`src/design/pcd_pkg.sv`:
```
// Shared types and constants of the polyline crossing detector.
// No dependencies.
`timescale 1ns / 1ps
package pcd_pkg;
   localparam int CSR_IDX_BITS  = 2;
   localparam int CSR_DATA_BITS = 16;
   localparam int WIRE_BITS     = 8;
   localparam int QUEUE_DEPTH   = 2;

   localparam logic [CSR_IDX_BITS-1:0] REG_PARALLEL_THRESHOLD = 2'd0;
   localparam logic [CSR_IDX_BITS-1:0] REG_ENDPOINT_MARGIN    = 2'd1;

   localparam logic [15:0] THRESHOLD_RESET = 16'd7;
   localparam logic [14:0] MARGIN_RESET    = 15'd7;

   typedef struct packed {
      logic [15:0] parallel_threshold;
      logic [14:0] endpoint_margin;
   } csr_type;

   typedef struct packed {
      logic frame_start;
      logic has_segment;
   } seg_flags_type;
endpackage

```
`src/design/pcd_front.sv`:
```
// Front end: accepts points, tracks the previous point and forms segment jobs.
// Depends on pcd_pkg.
`timescale 1ns / 1ps
module pcd_front import pcd_pkg::*; #(
   parameter int COORD_BITS = 24
) (
   input  logic                              clock,
   input  logic                              reset,
   input  logic                              in_valid,
   output logic                              in_ready,
   input  logic [COORD_BITS-1:0]             point_x,
   input  logic [COORD_BITS-1:0]             point_y,
   input  logic [WIRE_BITS-1:0]              wire_index,
   input  logic                              wire_start,
   input  logic                              frame_start,
   input  logic                              q_full,
   output logic                              q_push,
   output logic [4*COORD_BITS+WIRE_BITS+1:0] q_data
);
   logic [COORD_BITS-1:0] prev_x_ff, prev_x_in;
   logic [COORD_BITS-1:0] prev_y_ff, prev_y_in;
   logic                  have_prev_ff, have_prev_in;
   seg_flags_type         flags;

   assign in_ready = !q_full;
   assign q_push   = in_valid && !q_full;

   always_comb begin
      flags.frame_start = frame_start;
      flags.has_segment = have_prev_ff && !frame_start && !wire_start;
      prev_x_in         = q_push ? point_x : prev_x_ff;
      prev_y_in         = q_push ? point_y : prev_y_ff;
      have_prev_in      = q_push ? 1'b1 : have_prev_ff;
   end

   assign q_data = {flags, wire_index, prev_x_ff, prev_y_ff, point_x, point_y};

   always_ff @(posedge clock) begin
      if (reset) begin
         have_prev_ff <= 1'b0;
         prev_x_ff    <= '0;
         prev_y_ff    <= '0;
      end else begin
         have_prev_ff <= have_prev_in;
         prev_x_ff    <= prev_x_in;
         prev_y_ff    <= prev_y_in;
      end
   end
endmodule

```
`config.mk`:
```
export PLATFORM = sky130hd
export DESIGN_NAME = pcd_front
export DESIGN_NICKNAME = d
export VERILOG_FILES = /design/src/design/pcd_pkg.sv /design/src/design/pcd_front.sv
export SDC_FILE = /design/constraint.sdc
export NUM_CORES = 1
export LEC_CHECK = 0
export ABC_AREA = 1
export BUFFER_PORTS_ARGS = -buffer_cell sky130_fd_sc_hd__buf_2
export CORE_UTILIZATION = 40
export CTS_CLUSTER_DIAMETER = 200
export DETAILED_ROUTE_END_ITERATION = 16
export PLACE_DENSITY = 0.77
export SLEW_MARGIN = 30
export SYNTH_ARGS = -nofsm -noshare
export SYNTH_HDL_FRONTEND = slang
export SYNTH_SLANG_ARGS = --single-unit
export TNS_END_PERCENT = 10
```
`constraint.sdc`:
```
create_clock -name clock -period 1.2 [get_ports clock]
set_clock_uncertainty 0.1 [all_clocks]
set_input_delay 0.24 -clock clock [delete_from_list [all_inputs] [get_ports clock]]
set_output_delay 0.24 -clock clock [all_outputs]
set_load 0.03 [all_outputs]
```
# Word level (Yosys, flattened, before mapping)
# Cells that the tools add are included.
# word_totals
wordCells	9
out_inout_bits	108
register_bits	49
inputBits	62
# classes
reduce_logical	6
# op_table
op	count
$logic_and A1 B1 Y1	3
$logic_not A1 Y1	3

# Logic depth before layout (Yosys ltp)
# logic_depth
depth_word	3
depth_mapped	6
depth_no_buf	4

# Least setup slack after synthesis
# No wires, ideal clock.
# synth_timing
path_kind	reg2out
from	reg have_prev_ff
to	out q_data[104]
arrival_ps	1043
required_time_ps	860
setup_slack_ps	-183
path_buffers	0
path_stages_with_launch	2
path_cell_list	dfxtp_1 -> nor3b_1
# synth_via
elab_chain_cells	2
# synth_rtl
item	line_no	text
from (decl)	pcd_front.sv:22	logic have_prev_ff, have_prev_in;
from (signal assigned)	pcd_front.sv:44	have_prev_ff <= have_prev_in;
$logic_and A1 B1 Y1 (2 in a row)	pcd_front.sv:30	flags.has_segment = have_prev_ff && !frame_start && !wire_start;
to (decl)	pcd_front.sv:18	output logic [4*COORD_BITS+WIRE_BITS+1:0] q_data
# Every way passes these cells.

# Worst setup path in the final report
# Ends and elaborated chain as after synthesis.

==> metrics.yaml <==
logic_synthesis:
  syn_nets: 435
  synth_top_area_share_pct: 39.1
  synthDistinctLibCells: 13
  synth_edf_count: 0
  synth_top_area_cell: "dfxtp_1"
  async_flop_share_pct: 0
  synth_flop_cell: "dfxtp_1"
  syn_avg_cell_area_um2: 6.73
  yosysWarnings: 0
  netlist_instances: 373
  ys_seq_area_share_pct: 39.1
  ys_ff_latch: 49
  synthTopCellsByArea: "dfxtp_1 39%, buf_4 18%, nor2_1 15%"
  synth_area_mm2: 0.00251
  synth_most_common_cell: "nor2_1"
  ys_top_cells_by_count: "98 x nor2_1, 60 x buf_4, 49 x dfxtp_1, 49 x inv_1"
timing:
  tightest_slew_ps: 254
  rsz0062_at_grt: "true"
  setup_tns_ps: -88.9
  finalCritPeriodShare_pct: 107
  maxSlewHeadroom_pct: 83.0
  layout_setup_ws_ps: -88.9
  final_hold_viol_count: 0
  fin_crit_ps: 1290
  finalSetupViolCount: 1
  maxSlewViolCount: 0
  fmaxAchievable_mhz: 776
  holdWs_ps: 152
place:
  dp_hpwl_um: 4180
  place.gp.congestion: 0.694
  port_buffers: 153
global_route:
  grt_usage_pct: 16.6
  grt_overflow: 0
  grt_max_degree: 27
  antenna_found_initial: 0
  grt_pass1_wl_um: 8470
  first_global_vias: 2027
die:
  core_area_mm2: 0.00599
  die_w_um: 81.2
  rows: 28
  io-pin-count: 170
  die_h_um: 81.2
  die_area_mm2: 0.00660
  initial_core_util_pct: 41.9
finish:
  nets: 530
  antenna_cells: 0
  drive_gt1_share_pct: 38.2
  syn_to_final_growth_pct: 28.5
clock_network:
  clk_pin_slew_worst_paths_ps: 90
  cts_setup_buffers: 0
  clock_latency_ps: 290
  cts_tree: "yes"
  cts_sinks: 49
  clockBufferDepth: 2
  cts_buffers: 5
  htree_levels: 2
  ctsRootBufferMaster: "clkbuf_8"
pwr:
  leakage_nw: 1.87
  ir_drop_uv: 521
  p_per_area_mw_per_mm2: 1230
setup_path:
  worstSetupPathType: "reg -> out"
  arrival_ps: 950
  worst_ep_required_time_ps: 860
  cp-end-kind: "output pin"
  worst-path-max-fanout: 2
  start_kind: "register"
routing:
  drt-initial-drc-count: 41
  vias: 2390
  avgRoutedWirePerCell_um: 10.1
  drt-pass1-iter-count: 4
  drtAntennaViolNets: 0
  routed_wirelength_um: 5490
  post-route-drc-count: 0
  viasPerCell: 4.39
hold_path:
  worstHoldPathType: "in -> reg"
outcome:
  status: "complete, but fails checks"
  violations: "setup timing"
flow_run:
  max_cap_violations: 0
## logic make-up after synthesis
logic type,count (synthesis),synth area share (%)
simple gates,196,32.0
buf+inv,128,29.0
flops,49,39.1
## metrics by stage
| step | instances | total power, W | setup slack [ps] | cell area (um^2) | util [%] |
|---|---|---|---|---|---|
| floorplan | 373 | 0.00270 | -12.6 | 2510 | - |
| global placement | 535 | 0.00289 | -12.8 | 3000 | 50.1 |
| detailed placement | 535 | 0.00291 | -60.0 | 3000 | 50.1 |
| CTS | 544 | 0.00396 | -103 | 3130 | 52.2 |
| global route | 544 | 0.00419 | -135 | 3230 | 53.8 |
| finish | 544 | 0.00396 | -88.9 | 3230 | 53.8 |
## worst max-delay path: stages, from the launching register on
cell and delay [ps]:
dfxtp_2 330, nor3b_2 140, buf_4 180
## sequential cells by signal, summed over array words and instances (netlist names)
signal	count
have_prev_ff	1
prev_x_ff	24
prev_y_ff	24
## area by class of cell
cell class / instances / area, um^2
fill: 601 / 2770
timing repair buffer: 165 / 1040
sequential: 49 / 985
multi-input combinational: 196 / 812
inverter: 51 / 191
clock buffer: 7 / 96.3
tap: 75 / 93.8
clock inverter: 1 / 5.00
## final timing paths
kind / from / end / slack [ps] / depth (start not counted)
min reg2reg: have_prev_ff$_SDFFE_PP0P_ / have_prev_ff$_SDFFE_PP0P_ / 370 / 2
max reg2reg: prev_x_ff[15]$_SDFFE_PP0P_ / prev_x_ff[15]$_SDFFE_PP0P_ / 500 / 2
max: have_prev_ff$_SDFFE_PP0P_ / q_data[104] / -90 / 2
min: point_x[17] / prev_x_ff[17]$_SDFFE_PP0P_ / 150 / 5
## what timing repair did
action / in CTS / in global routing
gates resized for setup: 7 / 67
endpoints found under the hold margin: 1 / 0
hold buffers: 1 / 0
setup endpoints to repair: 6 / 40
## layout by cell type, fill, tap and decap left out, types with 2 or more instances in the layout
cell and instances:
nor2_1 98, clkbuf_4 8, nand2_1 48, dfxtp_2 3
buf_12 6, clkbuf_8 7, buf_4 38, inv_2 2
nand3_1 48, dfxtp_1 46, buf_2 111, inv_1 49
## power by group
group	internal, W	switching (W)	total (W)
logic	0.000403	0.000730	0.00113
clock network	0.000521	0.000515	0.00104
registers	0.00174	0.0000579	0.00179
## layer usage
metal  part of all wire [%]  global-route usage [%]  routed length [um]
met1                     42                    17.9                2300
met5                      0                       0                   0
met4                   0.97                    6.61                  53
met3                    7.2                    3.03                 396
met2                     50                    31.5                2730
Power figures use the tool's default switching activity.
