### src/design/pcd_pkg.sv
// Shared types and constants of the polyline crossing detector.
// No dependencies.
`timescale 1ns / 1ps
package pcd_pkg;
   localparam int CSR_IDX_BITS  = 2;
   localparam int CSR_DATA_BITS = 16;
   localparam int WIRE_BITS     = 8;
   localparam int QUEUE_DEPTH   = 2;

   localparam logic [CSR_IDX_BITS-1:0] REG_PARALLEL_THRESHOLD = 2'd0;
   localparam logic [CSR_IDX_BITS-1:0] REG_ENDPOINT_MARGIN    = 2'd1;

   localparam logic [15:0] THRESHOLD_RESET = 16'd7;
   localparam logic [14:0] MARGIN_RESET    = 15'd7;

   typedef struct packed {
      logic [15:0] parallel_threshold;
      logic [14:0] endpoint_margin;
   } csr_type;

   typedef struct packed {
      logic frame_start;
      logic has_segment;
   } seg_flags_type;
endpackage

### src/design/pcd_queue.sv
// Short queue of segment jobs between front end and crossing engine.
// Depends on pcd_pkg.
`timescale 1ns / 1ps
module pcd_queue import pcd_pkg::*; #(
   parameter int WIDTH = 106
) (
   input  logic             clock,
   input  logic             reset,
   input  logic             push,
   input  logic [WIDTH-1:0] push_data,
   output logic             full,
   input  logic             pop,
   output logic             nonempty,
   output logic [WIDTH-1:0] head
);
   localparam int PTR_W = $clog2(QUEUE_DEPTH);
   localparam int CNT_W = $clog2(QUEUE_DEPTH + 1);

   logic [WIDTH-1:0] slot_ff [QUEUE_DEPTH];
   logic [PTR_W-1:0] wr_ff, wr_in, rd_ff, rd_in;
   logic [CNT_W-1:0] cnt_ff, cnt_in;
   logic             do_pop;

   assign full     = (cnt_ff == CNT_W'(QUEUE_DEPTH));
   assign nonempty = (cnt_ff != '0);
   assign head     = slot_ff[rd_ff];
   assign do_pop   = pop && nonempty;

   always_comb begin
      wr_in  = push ? PTR_W'((32'(wr_ff) + 1) % QUEUE_DEPTH) : wr_ff;
      rd_in  = do_pop ? PTR_W'((32'(rd_ff) + 1) % QUEUE_DEPTH) : rd_ff;
      cnt_in = cnt_ff + CNT_W'(push) - CNT_W'(do_pop);
   end

   always_ff @(posedge clock) begin
      if (reset) begin
         wr_ff  <= '0;
         rd_ff  <= '0;
         cnt_ff <= '0;
      end else begin
         wr_ff  <= wr_in;
         rd_ff  <= rd_in;
         cnt_ff <= cnt_in;
      end
      if (push) begin
         slot_ff[wr_ff] <= push_data;
      end
   end
endmodule

### config.mk
export PLATFORM = sky130hd
export DESIGN_NAME = pcd_queue
export DESIGN_NICKNAME = d
export VERILOG_FILES = /design/src/design/pcd_pkg.sv /design/src/design/pcd_queue.sv
export SDC_FILE = /design/constraint.sdc
export NUM_CORES = 1
export LEC_CHECK = 0
export ABC_AREA = 1
export CORE_MARGIN = 2
export CORE_UTILIZATION = 30
export DETAILED_ROUTE_END_ITERATION = 10
export DONT_BUFFER_PORTS = 1
export GPL_TIMING_DRIVEN = 0
export HOLD_SLACK_MARGIN = 0.05
export PLACE_DENSITY_LB_ADDON = 0.1
export SYNTH_ARGS = -nofsm -noshare
export SYNTH_HDL_FRONTEND = slang
export SYNTH_SLANG_ARGS = --single-unit
### constraint.sdc
create_clock -name clock -period 8.4 [get_ports clock]
set_input_delay 1.68 -clock clock [delete_from_list [all_inputs] [get_ports clock]]
set_output_delay 1.68 -clock clock [all_outputs]
set_load 0.01 [all_outputs]
## Yosys cells after proc, flatten, opt, wreduce, memory -nomap -nowiden

Memory sizes are Yosys's and may differ from the RTL's. A register that Yosys moved wholly into a read port is not among the register bits.
Index checks and enable logic that the tools add are counted.

| storage, ports and cells | value |
|---|---|
| bits in registers | 4 |
| memory bits (writable) | 212 |
| input port bits | 110 |
| output and inout bits | 108 |
| logic and storage cells | 15 |
| memories kept | 1 |

| operators by class | value |
|---|---|
| add/sub/neg operators | 4 |
| eq/ne operators | 1 |
| muxes and demuxes | 4 |
| reductions and logical operators | 2 |

Memory list:

| name | words | bits a word | rd ports | clocked after Yosys merged registers in | wr ports | line | source |
|---|---|---|---|---|---|---|---|
| slot_ff | 2 | 106 | 1 | 1 | 1 | pcd_queue.sv:19 | `logic [WIDTH-1:0] slot_ff [QUEUE_DEPTH];` |

Operators with widths:

| kind | number |
|---|---|
| $mux W1 | 4 |
| $add A1 B1 Y1 const B | 2 |
| $add A2 B1 Y2 | 1 |
| $eq A2 B2 Y1 const B | 1 |
| $reduce_bool A2 Y1 | 1 |
| $sub A2 B1 Y2 | 1 |
| $logic_and A1 B1 Y1 | 1 |

## Logic depth before layout (Yosys ltp)

Gate-level depths: netlist of run 1.

| logic depth | value |
|---|---|
| word-level depth | 4 |
| gate-level depth with buffers | 10 |
| mapped depth without buffers | 10 |

## Worst setup path before layout of run 1

No wires, ideal clock.

| timing path | value |
|---|---|
| path kind | input to register |
| start point | in push |
| end point | mem slot_ff[0][0] (enable) |
| setup time | 575 ps |
| data arrival time | 6156 ps |
| data required time | 7825 ps |
| path slack | 1669 ps |
| cell stages on the path | 2 |
| path buffers | 0 |
| cell sequence | inv_1 nor2_1 |

| between the ends | value |
|---|---|
| word-level cells in the longest chain between the ends | 2 |

RTL lines:

| item | line | source |
|---|---|---|
| start, declared | pcd_queue.sv:9 | `input logic push,` |
| $mux W1 | pcd_queue.sv:45 | `if (push) begin` |
| $mux W1 (implied by the code) | pcd_queue.sv:46 | `slot_ff[wr_ff] <= push_data;` |
| end, declared | pcd_queue.sv:19 |  |

No other way between the ends.

==> out/results.txt, run 1 <==
hpwl dp: 10300 um
Critical R2R Launch: wr_ff$_SDFFE_PP0P_
Hold WS: 0.510 ns
post-synth top area share: 79.1%
Final nets: 510
synth unique cells: 13
PnR Total Power: 2.68 mW
Crit. End Element: output port
area post-placement: 0.00860 mm2
Resize count post-CTS: 0
final cycle utilization of the critical path: 40.2%
First-pass DRT Iterations: 4
ratio of cells with drive above 1 in the final layout: 37.6%
Worst Path Buf+Inv: 3
fin. max-slew vios: 0
DP Cell Count: 707
Max-slew headroom: 61.7%
via/cell ratio: 4.45
Post-synth EDFFs: 212
unrepaired setup endpoints after global routing: no
met1 GRT Util: 11.3%
Initial DRC Count: 187
CP endpoint: head[89]
Seq/Total Area, Yosys: 80.3%
synth warn: 0
Die Y: 168 um
cell family with most CP delay: buffers and inverters
vias in the first global route: 3624
setup TNS: 0 ns
path type of the worst min-delay path: reg -> reg
Critical R2R Capture: slot_ff[0][87]$_DFFE_PP_
Seq cells post-synth: 217
Worst Path Arrival: 1.69 ns
first-pass GRT wire length: 22500 um
WL final: 15300 um
initial core utilization: 30.7%
Clock Path Buffers: 3
port bufs: 0
Commonest cells post-synth: edfxtp_1, mux2_2, mux2_4, inv_1, nor2_1
Fillers: 2444
worst vdd ir: 0.126 mV
Leak: 3.14 nW
critical path peak fanout: 10
power density over cell area: 287 mW/mm2
CP required: 6.72 ns
Synth Cell Area: 0.00805 mm2
CTS Sinks: 217
DRC: 0
slowest CP cell: mux2_4
global route total overflow: 0
# setup viols final: 0
Levels on crit path: 4
most frequent cell after synthesis: edfxtp_1
largest net degree at the start of global routing: 85
Synthesized Nets: 479
Post CTS Setup Buffer Count: 0
IO Pins: 218
Clk Latency, worst-skew pair: 0.50 ns
H-tree levels: 1
total core area: 0.0262 mm2
slack of the critical path: 5.03 ns
chip width: 168 um
ys flop type: edfxtp_1
min Tclk post-route: 3.37 ns
Layout Cells excl Fill: 750
GRT busiest layer: met2
Vias: 3334
CTS tree: built
status: complete, no violations
cts hold-fix bufs: 0
final hold vios: 0
CP peak stage delay: 0.35 ns
Final Cell Area: 0.00932 mm2
critical path class: reg -> out
# Max-Cap Violations: 0
die footprint: 0.0282 mm2
met3 Use GR: 6.49%
row count: 59
crit path cell chain: buf_6 -> buf_6 -> buf_6 -> mux2_4
Layout area overhead: 15.8%
FF-to-FF setup slack: 6.60 ns
measured slew at the worst slew-check pin: 0.573 ns
fin util: 35.6%
ANT nets after route: 0
R2R depth: 4
Post-synth ARST share: 0%
top cells by area, synth: edfxtp_1, mux2_2, mux2_4, dfxtp_1, buf_6
GRT Total Usage: 10.5%
initial antenna violation count: 0
drt wl/cell: 20.3 um
mean post-synth cell area: 21.9 um2
Inserted Clock Buffers: 24
Max Fclk: 296 MHz
critical path launch point type: flop
area leader, netlist: edfxtp_1
Reg clk slew, reported paths: 0.05 ns
CP most frequent cell: buf_6
Root Buffer: clkbuf_16
GRT met2 Usage: 17.1%
Antenna diodes: 0
post-synthesis cell count: 367
pre-CTS setup slack: 5.16 ns
RD Place Congestion: 0.704
Layout Skew: 0.00524 ns
==> how the worst min path moves through the flow <==
stage / start / to / slack, ns / cells after the start
2_1_floorplan: rd_ff$_SDFFE_PP0P_ / flop / 0.47 / 2
3_3_place_gp: rd_ff$_SDFFE_PP0P_ / rd_ff$_SDFFE_PP0P_ / 0.49 / 2
3_5_place_dp: rd_ff$_SDFFE_PP0P_ / flop / 0.49 / 2
4_1_cts: rd_ff$_SDFFE_PP0P_ / rd_ff$_SDFFE_PP0P_ / 0.52 / 2
5_1_grt: rd_ff$_SDFFE_PP0P_ / rd_ff$_SDFFE_PP0P_ / 0.55 / 2
6_report: rd_ff$_SDFFE_PP0P_ / rd_ff$_SDFFE_PP0P_ / 0.51 / 2
==> layout by cell type, fill, tap and decap left out, drive strengths merged <==
cell,instances
buf,17
edfxtp,212
nand2,6
nor3,1
bufinv,1
inv,10
a21oi,1
nand3,2
ha,2
mux2,106
dfxtp,5
clkinv,9
clkbuf,33
nor2,10
==> worst min-delay path: stages, from the launching register on <==
cell	delay, ns
dfxtp_1	0.33
nor2_1	0.06
nor2_1	0.09
==> power breakdown <==
group | internal [mW] | switching [mW]
combinational | 0.197 | 0.246
sequential | 1.26 | 0.0149
clock | 0.573 | 0.389
==> layout make-up <==
class                   instances  area, um2  area share, %
multi-input cells             128       1460           15.6
plain buffers                  12       97.6           1.05
repair buffers                  5        115           1.23
well taps                     335        419           4.50
clock inverters                10       70.1          0.752
inverters                      10       42.5          0.456
flip-flops and latches        217       6470           69.4
clock buffers                  33        656           7.03
==> flip-flops by register name (all words and copies together) (netlist names), named ones only <==
register and flops:
cnt_ff 2, rd_ff 1, slot_ff 212, wr_ff 1
==> layer usage <==
metal  wire length, um  part of all wire [%]
met5                 0                     0
met3              2240                    15
met4               361                   2.4
met1              5510                    36
met2              7140                    47
==> cells by family after synthesis <==
family	after synthesis	share of synthesized area [%]
compound gates	1	0.0621
fa+ha+maj	2	0.311
buf+inv	22	1.68
flops	217	80.3
mux	106	16.7
simple gates	19	0.933
Power figures use the tool's default switching activity.
==> run 2, diff against run 1 <==
- ABC_AREA: 1 -> 0
- clock period: 8.4 -> 3.3 ns (I/O delays scaled with it)
==> run 2 against run 1 <==
Area after synthesis unchanged. Combinational power rose to 2.6 times the previous value. Sequential cell count unchanged. Critical path type unchanged. Highest routed layer unchanged.
==> out/results.txt, run 2 <==
status: complete, no violations
area of the multi-input gates: 0.00149 mm2 (+2.2%)
Top Registers: slot_ff (212), cnt_ff (2)
Reg clk slew, reported paths: 0.06 ns (about the same)
Max Fclk: 426 MHz
Hold WS: 0.216 ns (-0.293 ns)
critical path launch point type: flop
final cycle utilization of the critical path: 71.1%
# Max-Cap Violations: 0 (unchanged)
Fillers: 2421 (-0.94%)
FF-to-FF setup slack: 1.34 ns (-5.26 ns)
IO Pins: 218 (unchanged)
Synth Cell Area: 0.00805 mm2 (unchanged)
CTS tree: built
path type of the worst min-delay path: in -> reg
R2R depth: 4 (unchanged)
top cells by area, synth: edfxtp_1, mux2_2, mux2_4, dfxtp_1, buf_6
hold path depth: 1 (-1)
GRT busiest layer: met2
worst vdd ir: 0.405 mV (+220%)
Clock Path Buffers: 3 (unchanged)
GRT Total Usage: 10.3% (-0.25 points)
unrepaired setup endpoints after global routing: no
Seq/Total Area, Yosys: 80.3% (unchanged)
met3 Use GR: 5.99% (-0.49 points)
commonest non-fill, non-tap cell in the layout: edfxtp_1
Die Y: 168 um (unchanged)
critical path class: reg -> out
Antenna diodes: 0 (unchanged)
Resize count post-CTS: 0 (unchanged)
Inserted Clock Buffers: 24 (unchanged)
drt wl/cell: 20.4 um (+0.55%)
GRT met2 Usage: 17.3% (+0.22 points)
measured slew at the worst slew-check pin: 0.861 ns (+0.288 ns)
Layout Skew: 0.0106 ns (+0.00532 ns)
Final nets: 496 (-2.7%)
min Tclk post-route: 2.35 ns
Post-synth EDFFs: 212 (unchanged)
Root Buffer: clkbuf_16
final hold vios: 0 (unchanged)
Vias: 3241 (-2.8%)
Synthesized Nets: 465 (-2.9%)
Leak: 3.10 nW (-1.2%)
global route total overflow: 0 (unchanged)
CP required: 2.64 ns (-4.08 ns)
post-synth top area share: 79.1% (unchanged)
Largest Register: slot_ff
cts hold-fix bufs: 0 (unchanged)
fin. max-slew vios: 0 (unchanged)
power density over cell area: 733 mW/mm2 (+150%)
ANT nets after route: 0 (unchanged)
Worst Path Arrival: 1.69 ns (about the same)
setup TNS: 0 ns (unchanged)
post-synthesis cell count: 353 (-3.8%)
CP peak stage delay: 0.34 ns (about the same)
Crit. End Element: output port
ratio of cells with drive above 1 in the final layout: 39.0% (+1.4 points)
port bufs: 0 (unchanged)
hpwl dp: 10200 um (-0.32%)
synth unique cells: 15 (+2)
Initial DRC Count: 161 (-14%)
vias in the first global route: 3531 (-2.6%)
Clk Latency, worst-skew pair: 0.51 ns (about the same)
most frequent cells in the layout: edfxtp_1, mux2_2, mux2_4
Max-slew headroom: 42.5% (-19 points)
crit path cell chain: buf_6 -> buf_6 -> buf_6 -> mux2_4
Final Cell Area: 0.00931 mm2 (-0.17%)
mean post-synth cell area: 22.8 um2 (+4.0%)
synth warn: 0 (unchanged)
via/cell ratio: 4.41 (-0.81%)
area leader, netlist: edfxtp_1
die footprint: 0.0282 mm2 (unchanged)
Post-synth ARST share: 0% (unchanged)
First-pass DRT Iterations: 6 (+2)
area post-placement: 0.00861 mm2 (+0.15%)
met1 GRT Util: 10.6% (-0.67 points)
# setup viols final: 0 (unchanged)
initial core utilization: 30.7% (unchanged)
CP most frequent cell: buf_6
Largest register FFs: 212 (unchanged)
Commonest cells post-synth: edfxtp_1, mux2_2, mux2_4, buf_2, buf_6
WL final: 15000 um (-1.5%)
row count: 59 (unchanged)
slowest CP cell: mux2_4
Seq cells post-synth: 217 (unchanged)
most frequent cell after synthesis: edfxtp_1
DRC: 0 (unchanged)
H-tree levels: 1 (unchanged)
Layout area overhead: 15.6%
first-pass GRT wire length: 21900 um (-2.6%)
critical path peak fanout: 10 (unchanged)
Reg area: 0.00647 mm2 (unchanged)
chip width: 168 um (unchanged)
CTS Sinks: 217 (unchanged)
largest net degree at the start of global routing: 57 (-33%)
RD Place Congestion: 0.667 (-5.2%)
initial antenna violation count: 0 (unchanged)
ys flop type: edfxtp_1
total core area: 0.0262 mm2 (unchanged)
Post CTS Setup Buffer Count: 0 (unchanged)
## run 2: changes by cell type in the layout (fill, tap and decap cells not counted), moves of 5 or more
cell,previous run,this run
inv_1,9,2
clkbuf_1,8,13
nand2_1,6,0
nor2_1,9,3
## run 2: critical path: cells and delay by family (launching register included)
kind | cells | cell delay (ns)
buf+inv | 3 | 0.50
mux | 1 | 0.34
flops | 1 | 0.32
## run 2: metrics by stage
stage          power, mW  cells  utilization [%]  worst slack (ns)
6_report            6.82    735             35.5             0.952
3_3_place_gp        4.52    688             32.4            -0.418
5_1_grt             7.13    735             35.5             0.851
2_1_floorplan       4.27    353                -             0.612
3_5_place_dp        4.54    693             32.9             0.930
4_1_cts             6.95    735             35.5             0.886
## run 2: path summary, 6_finish.rpt
check | end | startpoint
worst max-delay path | head[93] | flop
worst min-delay path | cnt_ff[1]$_SDFF_PP0_ | reset
worst max register to register | slot_ff[0][76]$_DFFE_PP_ | wr_ff$_SDFFE_PP0P_
worst min register to register | wr_ff$_SDFFE_PP0P_ | wr_ff$_SDFFE_PP0P_
## run 2: logic make-up after synthesis
| group | Yosys count | share of synthesized area [%] |
|---|---|---|
| flip-flops | 217 | 80.3 |
| XOR/XNOR | 2 | 0.389 |
| buffers and inverters | 14 | 1.31 |
| AND/OR/NAND/NOR | 9 | 0.606 |
| AO/OA/AOI/OAI | 1 | 0.0933 |
| multiplexers | 108 | 17.0 |
| adder cells (fa/ha/maj) | 2 | 0.311 |
## run 2: power breakdown
| part | internal [mW] | switching, mW | total [mW] | leakage [nW] |
|---|---|---|---|---|
| Clock | 1.39 | 0.982 | 2.37 | 0.337 |
| Combinational | 0.543 | 0.626 | 1.17 | 0.733 |
| Sequential | 3.23 | 0.0450 | 3.28 | 2.03 |
| Total | 5.17 | 1.65 | 6.82 | 3.10 |
## run 2: area by class of cell
| type | count | share of cell area, % |
|---|---|---|
| Sequential cell | 217 | 69.5 |
| Multi-Input combinational cell | 122 | 16.0 |
| Clock buffer | 38 | 7.25 |
| Tap cell | 335 | 4.50 |
| Timing Repair Buffer | 5 | 1.40 |
| Buffer | 12 | 1.05 |
| Clock inverter | 4 | 0.242 |
| Inverter | 2 | 0.0807 |
## run 2: per-layer routing
layer	vias to the layer above	wire length (um)
li1	1458	-
met1	1600	5280
met2	151	7300
met3	32	1930
met4	0	506
met5	-	0
==> run 3, diff against run 2 <==
- ABC_AREA: 0 -> 1
- clock period: 3.3 -> 2.2 ns (I/O delays scaled with it)
==> run 3 against run 2 <==
Combinational power grew 62%. Non-clock buffer count grew 108. Count of clock-buffer cells in the layout shrank 1. Largest power group unchanged.
==> out/results.txt, run 3 (same netlist as run 1, synthesis figures left out) <==
status: complete, no violations
commonest non-fill, non-tap cell in the layout: edfxtp_1
Final nets: 618 (+25%)
CTS tree: built
vias in the first global route: 4054 (+15%)
Max Fclk: 473 MHz
Final Cell Area: 0.0104 mm2 (+12%)
RD Place Congestion: 0.665 (-0.43%)
Clock Path Buffers: 3 (unchanged)
chip width: 168 um (unchanged)
initial antenna violation count: 0 (unchanged)
CP required: 1.76 ns (-0.88 ns)
final cycle utilization of the critical path: 96.1%
initial core utilization: 30.7% (unchanged)
IO Pins: 218 (unchanged)
measured slew at the worst slew-check pin: 0.757 ns (-0.105 ns)
fin util: 39.7% (+4.2 points)
global route total overflow: 0 (unchanged)
die footprint: 0.0282 mm2 (unchanged)
critical path peak fanout: 10 (unchanged)
Crit. End Element: output port
Die Y: 168 um (unchanged)
largest net degree at the start of global routing: 33 (-42%)
path type of the worst min-delay path: in -> reg
Initial DRC Count: 155 (-3.7%)
H-tree levels: 1 (unchanged)
Max-slew headroom: 49.4% (+7.0 points)
Top Registers: slot_ff (212), cnt_ff (2)
critical path class: reg -> out
DP Cell Count: 708 (+2.2%)
critical path launch point type: flop
Largest Register: slot_ff
Root Buffer: clkbuf_16
row count: 59 (unchanged)
Clk Latency, worst-skew pair: 0.51 ns (about the same)
unrepaired setup endpoints after global routing: yes
area post-placement: 0.00862 mm2 (+0.13%)
ANT nets after route: 0 (unchanged)
Largest register FFs: 212 (unchanged)
port bufs: 0 (unchanged)
Layout Cells excl Fill: 859 (+17%)
final hold vios: 0 (unchanged)
ratio of cells with drive above 1 in the final layout: 29.4% (-9.6 points)
DRC: 0 (unchanged)
fin. max-slew vios: 0 (unchanged)
first-pass GRT wire length: 23200 um (+6.2%)
power density over cell area: 988 mW/mm2 (+35%)
Worst Path Arrival: 1.67 ns (-0.02 ns)
drt wl/cell: 17.9 um (-12%)
hpwl dp: 10400 um (+1.8%)
via/cell ratio: 4.38 (-0.71%)
setup TNS: 0 ns (unchanged)
Layout Skew: 0.0120 ns (+0.00147 ns)
GRT Total Usage: 10.7% (+0.40 points)
most frequent cells in the layout: edfxtp_1, dlygate4sd3_1, mux2_2
# Max-Cap Violations: 0 (unchanged)
Fillers: 2431 (+0.41%)
Inserted Clock Buffers: 24 (unchanged)
# setup viols final: 0 (unchanged)
worst vdd ir: 0.603 mV (+49%)
Antenna diodes: 0 (unchanged)
WL final: 15400 um (+2.4%)
CTS Sinks: 217 (unchanged)
Vias: 3761 (+16%)
min Tclk post-route: 2.11 ns
First-pass DRT Iterations: 4 (-2)
Post CTS Setup Buffer Count: 0 (unchanged)
total core area: 0.0262 mm2 (unchanged)
Reg clk slew, reported paths: 0.05 ns (about the same)
Leak: 3.57 nW (+15%)
Layout area overhead: 29.3%
-- run 3: critical path, stage by stage, from the launching register on --
cell,delay (ns)
dfxtp_1,0.32
buf_6,0.14
buf_8,0.17
buf_8,0.18
mux2_4,0.34
-- run 3: layout make-up --
| type | instances | area, um2 | area share (%) |
|---|---|---|---|
| Buffer | 12 | 119 | 1.14 |
| Timing Repair Buffer | 113 | 1190 | 11.4 |
| Inverter | 10 | 53.8 | 0.517 |
| Clock inverter | 7 | 27.5 | 0.264 |
| Clock buffer | 37 | 671 | 6.44 |
| Multi-Input combinational cell | 128 | 1460 | 14.1 |
| Tap cell | 335 | 419 | 4.03 |
| Sequential cell | 217 | 6470 | 62.1 |
-- run 3: per-layer routing --
layer / part of all wire, % / vias to the layer above / GRT usage, %
met5: 0 / - / 0
met4: 3.7 / 0 / 4.01
met3: 9.4 / 31 / 4.44
met2: 49 / 162 / 18.1
met1: 38 / 1852 / 12.1
li1: - / 1716 / -
-- run 3: repair_timing --
item                                    4_1_cts  5_1_grt
hold buffers                                107        0
cloned                                        0        0
pin swaps                                     0        0
resized for setup                             1        5
hold endpoints to repair                    214        0
endpoints found under the setup margin       29       40
-- run 3: path summary, 6_finish.rpt --
check | depth (start not counted) | slack (ns) | endpoint | start
max | 4 | 0.09 | head[93] | flop
max reg2reg | 3 | 0.39 | slot_ff[0][49]$_DFFE_PP_ | wr_ff$_SDFFE_PP0P_
min reg2reg | 2 | 0.50 | rd_ff$_SDFFE_PP0P_ | rd_ff$_SDFFE_PP0P_
min | 3 | 0.1 | cnt_ff[1]$_SDFF_PP0_ | reset
-- run 3: stage by stage --
stage	hold slack (ns)	worst slack [ns]	total power [mW]
after global routing	0.0854	0.0000493	10.8
after detailed placement	0.496	0.243	6.70
after CTS	0.0710	-0.0187	10.5
after floorplan	0.467	-0.238	6.32
final	0.0985	0.0862	10.3
after global placement	0.489	-1.38	6.68
-- run 3: report_power, final --
group	switching [mW]	internal, mW
logic	0.994	0.905
clock network	1.45	2.08
registers	0.0582	4.81
